## config.mk

```make
export PLATFORM = sky130hd
export DESIGN_NAME = maf_front
export DESIGN_NICKNAME = d
export VERILOG_FILES = /design/src/design/maf_pkg.sv /design/src/design/maf_front.sv
export SDC_FILE = /design/constraint.sdc
export NUM_CORES = 1
export LEC_CHECK = 0
export BUFFER_PORTS_ARGS = -buffer_cell sky130_fd_sc_hd__buf_2
export CORE_ASPECT_RATIO = 1.25
export CORE_UTILIZATION = 40
export CTS_CLUSTER_DIAMETER = 120
export DETAILED_ROUTE_END_ITERATION = 8
export PLACE_DENSITY_LB_ADDON = 0.08
export SLEW_MARGIN = 40
export SYNTH_ARGS = -nofsm -noshare
export SYNTH_HDL_FRONTEND = slang
export SYNTH_SLANG_ARGS = --single-unit
```

## constraint.sdc

```tcl
create_clock -name clk -period 2.02 [get_ports clk]
set_clock_uncertainty 0.05 [all_clocks]
set_input_delay 0.101 -clock clk [delete_from_list [all_inputs] [get_ports clk]]
set_output_delay 0.101 -clock clk [all_outputs]
set_load 0.01 [all_outputs]
```

## src/design/maf_pkg.sv

```systemverilog
`timescale 1ns / 1ps

package maf_pkg;

    // Ring size and field widths.
    localparam int DEPTH       = 1024;
    localparam int SAMPLE_BITS = 12;
    localparam int IDX_BITS    = 10;
    localparam int LEN_BITS    = 11;
    localparam int SUM_BITS    = 22;
    localparam int REM_BITS    = 11;
    localparam int CNT_BITS    = 4;
    localparam int QUEUE_DEPTH = 2;

    // Window length after reset, and the index of its oldest entry.
    localparam logic [LEN_BITS-1:0] RESET_LEN = LEN_BITS'(16);
    localparam logic [IDX_BITS-1:0] RESET_IDX = IDX_BITS'(15);
    localparam logic [LEN_BITS-1:0] MAX_LEN   = LEN_BITS'(DEPTH);

    // Number of quotient bits the divider produces.
    localparam logic [CNT_BITS-1:0] QUOT_STEPS = CNT_BITS'(SAMPLE_BITS);

    // One classified beat waiting in the queue.
    typedef struct packed {
        logic                   prime;
        logic [SAMPLE_BITS-1:0] sample;
    } item_t;

    // Divider request and response.
    typedef struct packed {
        logic                start;
        logic [SUM_BITS-1:0] dividend;
        logic [LEN_BITS-1:0] divisor;
    } div_req_t;

    typedef struct packed {
        logic                   done;
        logic [SAMPLE_BITS-1:0] quotient;
    } div_rsp_t;

    // Window length held between one and the ring size.
    function automatic logic [LEN_BITS-1:0] clamp_len(input logic [LEN_BITS-1:0] len);
        logic [LEN_BITS-1:0] res;
        res = len;
        if (len == '0)
        begin
            res = LEN_BITS'(1);
        end
        else if (len > MAX_LEN)
        begin
            res = MAX_LEN;
        end
        return res;
    endfunction

endpackage

```

## src/design/maf_front.sv

```systemverilog
`timescale 1ns / 1ps

module maf_front (
    input  logic                                clk,
    input  logic                                rst_n,
    input  logic                                s_axis_tvalid,
    output logic                                s_axis_tready,
    input  logic [15:0]                         s_axis_tdata,
    input  logic [0:0]                          s_axis_tuser,
    input  logic                                q_pop,
    output logic                                q_valid,
    output maf_pkg::item_t                      q_item
);

    maf_pkg::item_t queue_mem [maf_pkg::QUEUE_DEPTH];
    logic           wr_ptr_reg;
    logic           rd_ptr_reg;
    logic [1:0]     count_reg;
    logic           push;
    logic           pop;
    maf_pkg::item_t in_item;

    // Classify the incoming beat: the user bit marks a prime.
    always_comb
    begin
        in_item.prime  = s_axis_tuser[0];
        in_item.sample = s_axis_tdata[maf_pkg::SAMPLE_BITS-1:0];
    end

    assign s_axis_tready = (count_reg != 2'(maf_pkg::QUEUE_DEPTH));
    assign push          = s_axis_tvalid && s_axis_tready;
    assign q_valid       = (count_reg != 2'd0);
    assign pop           = q_pop && q_valid;
    assign q_item        = queue_mem[rd_ptr_reg];

    // Queue storage.
    always_ff @(posedge clk)
    begin
        if (push)
        begin
            queue_mem[wr_ptr_reg] <= in_item;
        end
    end

    // Queue pointers and fill level.
    always_ff @(posedge clk or negedge rst_n)
    begin
        if (!rst_n)
        begin
            wr_ptr_reg <= 1'b0;
            rd_ptr_reg <= 1'b0;
            count_reg  <= 2'd0;
        end
        else
        begin
            if (push)
            begin
                wr_ptr_reg <= ~wr_ptr_reg;
            end
            if (pop)
            begin
                rd_ptr_reg <= ~rd_ptr_reg;
            end
            if (push && !pop)
            begin
                count_reg <= count_reg + 2'd1;
            end
            else if (pop && !push)
            begin
                count_reg <= count_reg - 2'd1;
            end
        end
    end

endmodule

```

==> summary.md, run 1 <==
| Metric | Value |
|---|---|
| R2R Path Start | count_reg[0] |
| Hold Crit Start | s_axis_tvalid |
| Final setup viols | 0 |
| Row count | 21 |
| Gate count of the mapped netlist | 58 |
| Switching share of power | 0.300 |
| Number of global-route vias before repair | 656 |
| Largest family of logic cells by synthesized area | multiplexers |
| P_sw | 0.000600 W |
| Worst setup startpoint | rd_ptr_reg |
| Worst Hold Class | primary input to register |
| Post-synthesis sequential area ratio | 0.769 |
| Flop pwr share | 0.470 |
| Clock Power Share | 0.179 |
| Synth top area cells | edfxtp_1, mux2_2, dfrtp_1 |
| Routed wire length | 1.93 mm |
| Post-synth EDFFs | 26 |
| Net count, final | 136 |
| GP Congestion | 0.614 |
| XOR/XNOR Fraction of Synth Area | 0.0383 |
| Hold path depth | 3 |
| CP required | 1870 ps |
| Pleak | 0.633 nW |
| Slew @ Worst Pin | 237 ps |
| CTS sink cnt | 30 |
| Initial antenna violation count | 0 |
| Syn Nets | 80 |
| RSZ-0062 raised after global routing | no |
| Area delta synth->final | 37.2% |
| Routed wl met3 | 95 um |
| Syn. warnings | 0 |
| Crit path max fanout | 9 |
| H-Tree Depth | 2 |
| Hold path endpoint | wr_ptr_reg |
| Routed length per instance | 13.0 um |
| Status | completed |
| GRT overflow | 0 |
| Fmax | 595 MHz |
| Pwr dens | 1280 nW/um^2 |
| Max-cap violations | 0 |
| Fin Setup TNS | 0 ps |
| Port Buf Inserts | 31 |
| Clk_lat worst skew | 320 ps |
| Drt first pass iters | 2 |
| Max reg flops | 26 |
| Crit path time final | 1680 ps |
| Syn Area/Cell | 19.7 sq um |
| All-Layer GR Usage | 0.145 |
| DR iter-0 viols | 6 |
| CTS tree | yes |
| Final ANT Viol Nets | 0 |
| CTS Buffer Depth | 2 |
| Largest net degree at the start of global routing | 14 |
| Period Utilization, post-route | 0.832 |
| Core Region | 2710 sq um |
| I/O pin count | 36 |
| Worst Path Arrival | 1530 ps |
| R2r setup slk | 510 ps |
| Worst vdd ir | 0.569 mV |
| Highest Signal Layer | met4 |
| Compound-cell area share of the yosys netlist | 0 |
| Mapped cell area | 1140 sq um |
| R2r endpoint | count_reg[1] |
| Largest area contributor in the synthesized netlist | edfxtp_1 |
| Drt via density | 4.56 |
| Hpwl dp | 1.26 mm |
| Worst R2R Path Depth | 7 |
| Final hold violations | 0 |
| Post-cts resize count | 0 |
| CTS Buf Count | 5 |
| Setup Crit Path Kind | register to output port |
| Die W | 49.9 um |
| DP Area | 1360 sq um |
| Post-synth top area share | 0.682 |
| Pint | 0.00140 W |
| Crit. End Element | output port |
| DRC | 0 |
| CP Launch Type | register |
| Initial Util | 0.423 |
| Clk root buf | clkbuf_4 |
| Logic gate share of total power | 0.352 |
| First-pass GRT wire length | 3.02 mm |
| DIE AREA | 3080 sq um |
| Post-synthesis mux area share | 0.128 |
| Slew headroom | 0.842 |
| Slew Limit Fails | 0 |
| Vias after detailed routing | 680 |
| Layout cell share with drive strength beyond 1 | 0.496 |
| Flops & latches, synth | 30 |
| Post-synthesis simple-gate area fraction | 0.0404 |
| Final Cell Area | 1570 sq um |
| Top FF cell, synth | edfxtp_1 |
| Ant. Diodes | 0 |
| Die H | 61.8 um |
| Reg clk slew, reported paths | 80 ps |
| Commonest cells in the synthesized netlist | edfxtp_1, mux2_2, dfrtp_1 |
| Most frequent cell after synthesis | edfxtp_1 |
| Met2 wire length | 1.04 mm |
| # fillers | 242 |
| Adder-cell share of the synthesized area | 0.0109 |
| Netlist cell types | 14 |
| Async S/R FF share, synth | 0.133 |
| M1 WL | 742 um |
## metrics by stage
step	setup WS, ps	std cells	hold WS, ps	utilization	total power (W)
global placement	562	126	-135	0.503	0.00163
floorplan	365	58	-245	-	0.00140
CTS	306	149	33.6	0.580	0.00204
detailed placement	485	126	-137	0.503	0.00165
global route	262	149	44.7	0.580	0.00214
finish	339	149	54.6	0.580	0.00200
## power groups by stage
stage / Combinational (W) / Clock, W / Sequential (W)
floorplan: 0.000467 / 0 / 0.000934
global placement: 0.000681 / 0 / 0.000946
CTS: 0.000717 / 0.000376 / 0.000945
detailed placement: 0.000692 / 0 / 0.000958
finish: 0.000705 / 0.000358 / 0.000941
global route: 0.000781 / 0.000398 / 0.000961
## layout by cell type (no fill, tap or decap), drive strengths merged
cell,instances
ha,1
nor2,2
and3,1
nand2b,1
or2,1
edfxtp,26
xnor2,3
dfrtp,4
clkbuf,8
dlygate4sd3,15
nand2,2
mux2,13
buf,35
inv,1
xor2,2
## cell families after synthesis
logic type,count (synthesis)
fa+ha+maj,1
mux,13
flops,30
simple gates,7
xor+xnor,5
buf+inv,2
## worst max path at each step
stage,endpoint,cells after the start
floorplan,queue_mem[0][0],3
global placement,count_reg[1],6
detailed placement,count_reg[1],7
CTS,q_item[12],3
global route,q_item[5],3
finish,q_item[12],3
## critical path, stage by stage (launching register included)
cell and delay (ps):
dfrtp_1 480, buf_4 240, mux2_2 350, buf_2 140
## routing by layer
layer,up-vias,track usage
li1,328,-
met1,326,0.145
met2,21,0.253
met3,5,0.0584
met4,0,0.0980
met5,-,0
## repair_timing
item                                   in CTS  in global routing
endpoints found under the hold margin      31                  0
setup buffers                               0                  0
hold buffers                               15                  0
## area by class of cell
cell class	count	area, sq um	share of cell area
Inverter	1	3.75	0.00239
Sequential cell	30	881	0.561
Timing Repair Buffer	50	335	0.214
Multi-Input combinational cell	26	249	0.159
Clock buffer	8	58.8	0.0375
Tap cell	34	42.5	0.0271
Note: power is estimated with default switching activity, not from simulation.
==> run 2, diff against run 1 <==
Clock period 2.02 ns to 1.5 ns, I/O delays scaled along.
==> summary.md, run 2 (synthesized netlist as in run 1, its figures left out) <==
| Metric | Value |
|---|---|
| Setup Crit Path Kind | register to output port (unchanged) |
| # fillers | 220 (was 242) |
| H-Tree Depth | 2 (unchanged) |
| Final Core Density | 0.602 (was 0.580) |
| R2R Path Start | count_reg[1] (was count_reg[0]) |
| Final ANT Viol Nets | 0 (unchanged) |
| CP Launch Type | register (unchanged) |
| Hpwl dp | 1.33 mm (was 1.26 mm) |
| Worst Hold Class | primary input to async pin (was primary input to register) |
| Layout cell share with drive strength beyond 1 | 0.563 (was 0.496) |
| Worst R2R Path Depth | 6 (was 7) |
| Slew Limit Fails | 0 (unchanged) |
| Fmax | 696 MHz |
| Vias after detailed routing | 708 (was 680) |
| Pwr dens | 1710 nW/um^2 (was 1280 nW/um^2) |
| Commonest non-fill, non-tap cells in the layout | buf_2, edfxtp_1, dlygate4sd3_1, mux2_2, buf_4 (was buf_2, edfxtp_1, dlygate4sd3_1, mux2_2, clkbuf_4) |
| Die W | 49.9 um (unchanged) |
| GP Congestion | 0.611 (was 0.614) |
| Met2 wire length | 1.08 mm (was 1.04 mm) |
| DRC | 0 (unchanged) |
| RSZ-0062 raised after global routing | yes (was no) |
| DIE AREA | 3080 sq um (unchanged) |
| I/O pin count | 36 (unchanged) |
| Largest net degree at the start of global routing | 13 (was 14) |
| Number of global-route vias before repair | 652 (was 656) |
| CP required | 1370 ps (was 1870 ps) |
| Drt first pass iters | 4 (was 2) |
| Crit path max fanout | 7 (was 9) |
| Routed wire length | 1.98 mm (was 1.93 mm) |
| Max-cap violations | 0 (unchanged) |
| Port Buf Inserts | 31 (unchanged) |
| Final non-filler cell total | 153 (was 149) |
| Slew headroom | 0.887 (was 0.842) |
| Die H | 61.8 um (unchanged) |
| Area delta synth->final | 42.3% (was 37.2%) |
| Initial antenna violation count | 0 (unchanged) |
| CTS Buffer Depth | 2 (unchanged) |
| Net count, final | 140 (was 136) |
| All-Layer GR Usage | 0.146 (was 0.145) |
| Worst Path Arrival | 1310 ps (was 1530 ps) |
| Final setup viols | 0 (unchanged) |
| M1 WL | 781 um (was 742 um) |
| GRT overflow | 0 (unchanged) |
| Reg clk slew, reported paths | 90 ps (was 80 ps) |
| Final hold violations | 0 (unchanged) |
| CTS tree | yes (unchanged) |
| Clk_lat worst skew | 320 ps (about the same) |
| Initial Util | 0.423 (unchanged) |
| Ant. Diodes | 0 (unchanged) |
| Most common cell after layout, fill and taps aside | buf_2 (unchanged) |
| Slew @ Worst Pin | 169 ps (was 237 ps) |
| First-pass GRT wire length | 2.97 mm (was 3.02 mm) |
| Routed wl met3 | 105 um (was 95 um) |
| Status | completed (unchanged) |
| R2r endpoint | count_reg[1] (unchanged) |
| Max reg flops | 26 (unchanged) |
| Pleak | 0.653 nW (was 0.633 nW) |
| Row count | 21 (unchanged) |
| Placed cell count | 128 (was 126) |
| DR iter-0 viols | 7 (was 6) |
| Highest Signal Layer | met4 (unchanged) |
| Routed length per instance | 13.0 um (about the same) |
| Clk root buf | clkbuf_4 (unchanged) |
| R2r setup slk | 70 ps (was 510 ps) |
| CTS Buf Count | 5 (unchanged) |
| Drt via density | 4.63 (was 4.56) |
| Crit path time final | 1440 ps |
| Core Region | 2710 sq um (unchanged) |
| Crit. End Element | output port (unchanged) |
| Worst vdd ir | 1.14 mV (was 0.569 mV) |
| Period Utilization, post-route | 0.958 |
| CTS sink cnt | 30 (unchanged) |
==> run 2: area by class of cell <==
type | count | area, sq um | area share
inverter | 1 | 3.75 | 0.00230
tap | 34 | 42.5 | 0.0261
multi-input combinational | 26 | 272 | 0.167
sequential | 30 | 883 | 0.542
clock inverter | 2 | 8.76 | 0.00538
clock buffer | 6 | 41.3 | 0.0253
timing repair buffer | 54 | 378 | 0.232
==> run 2: critical path: stages (launching register included) <==
cell and delay [ps]:
dfrtp_1 350, buf_4 160, mux2_2 340, buf_2 140
==> run 2: how the worst max path moves through the flow <==
stage                      start              end  slack [ps]
global route          rd_ptr_reg        q_item[3]         -20
finish                rd_ptr_reg        q_item[6]          60
CTS                 count_reg[0]     count_reg[1]           6
global placement    count_reg[1]     count_reg[1]          60
floorplan           count_reg[0]  queue_mem[0][0]          50
detailed placement  count_reg[0]     count_reg[1]          40
==> run 2: where the power goes <==
| group | internal (W) | switching [W] | total (W) |
|---|---|---|---|
| clock network | 0.000176 | 0.000255 | 0.000430 |
| logic | 0.000606 | 0.000509 | 0.00112 |
| registers | 0.00116 | 0.0000861 | 0.00125 |
==> run 2: per-layer routing <==
layer | vias to the layer above | track usage
li1 | 335 | -
met1 | 348 | 0.159
met2 | 23 | 0.232
met3 | 2 | 0.0754
met4 | 0 | 0.0857
met5 | - | 0
==> run 2: repair_timing <==
action / CTS / global route
hold buffers: 15 / 0
hold endpoints to repair: 31 / 0
setup buffers: 0 / 2
gates resized for setup: 0 / 7
setup endpoints to repair: 0 / 19
==> run 2: stage by stage <==
step	power (W)	instance area (sq um)	setup TNS [ps]	hold WS [ps]	setup WS, ps
after floorplan	0.00189	1150	0	-271	50.2
after global placement	0.00226	1390	0	-163	61.1
after detailed placement	0.00229	1390	0	-161	37.9
after CTS	0.00276	1590	0	14.7	5.98
after global routing	0.00298	1630	-110	15.1	-18.1
final	0.00279	1630	0	40.4	63.2
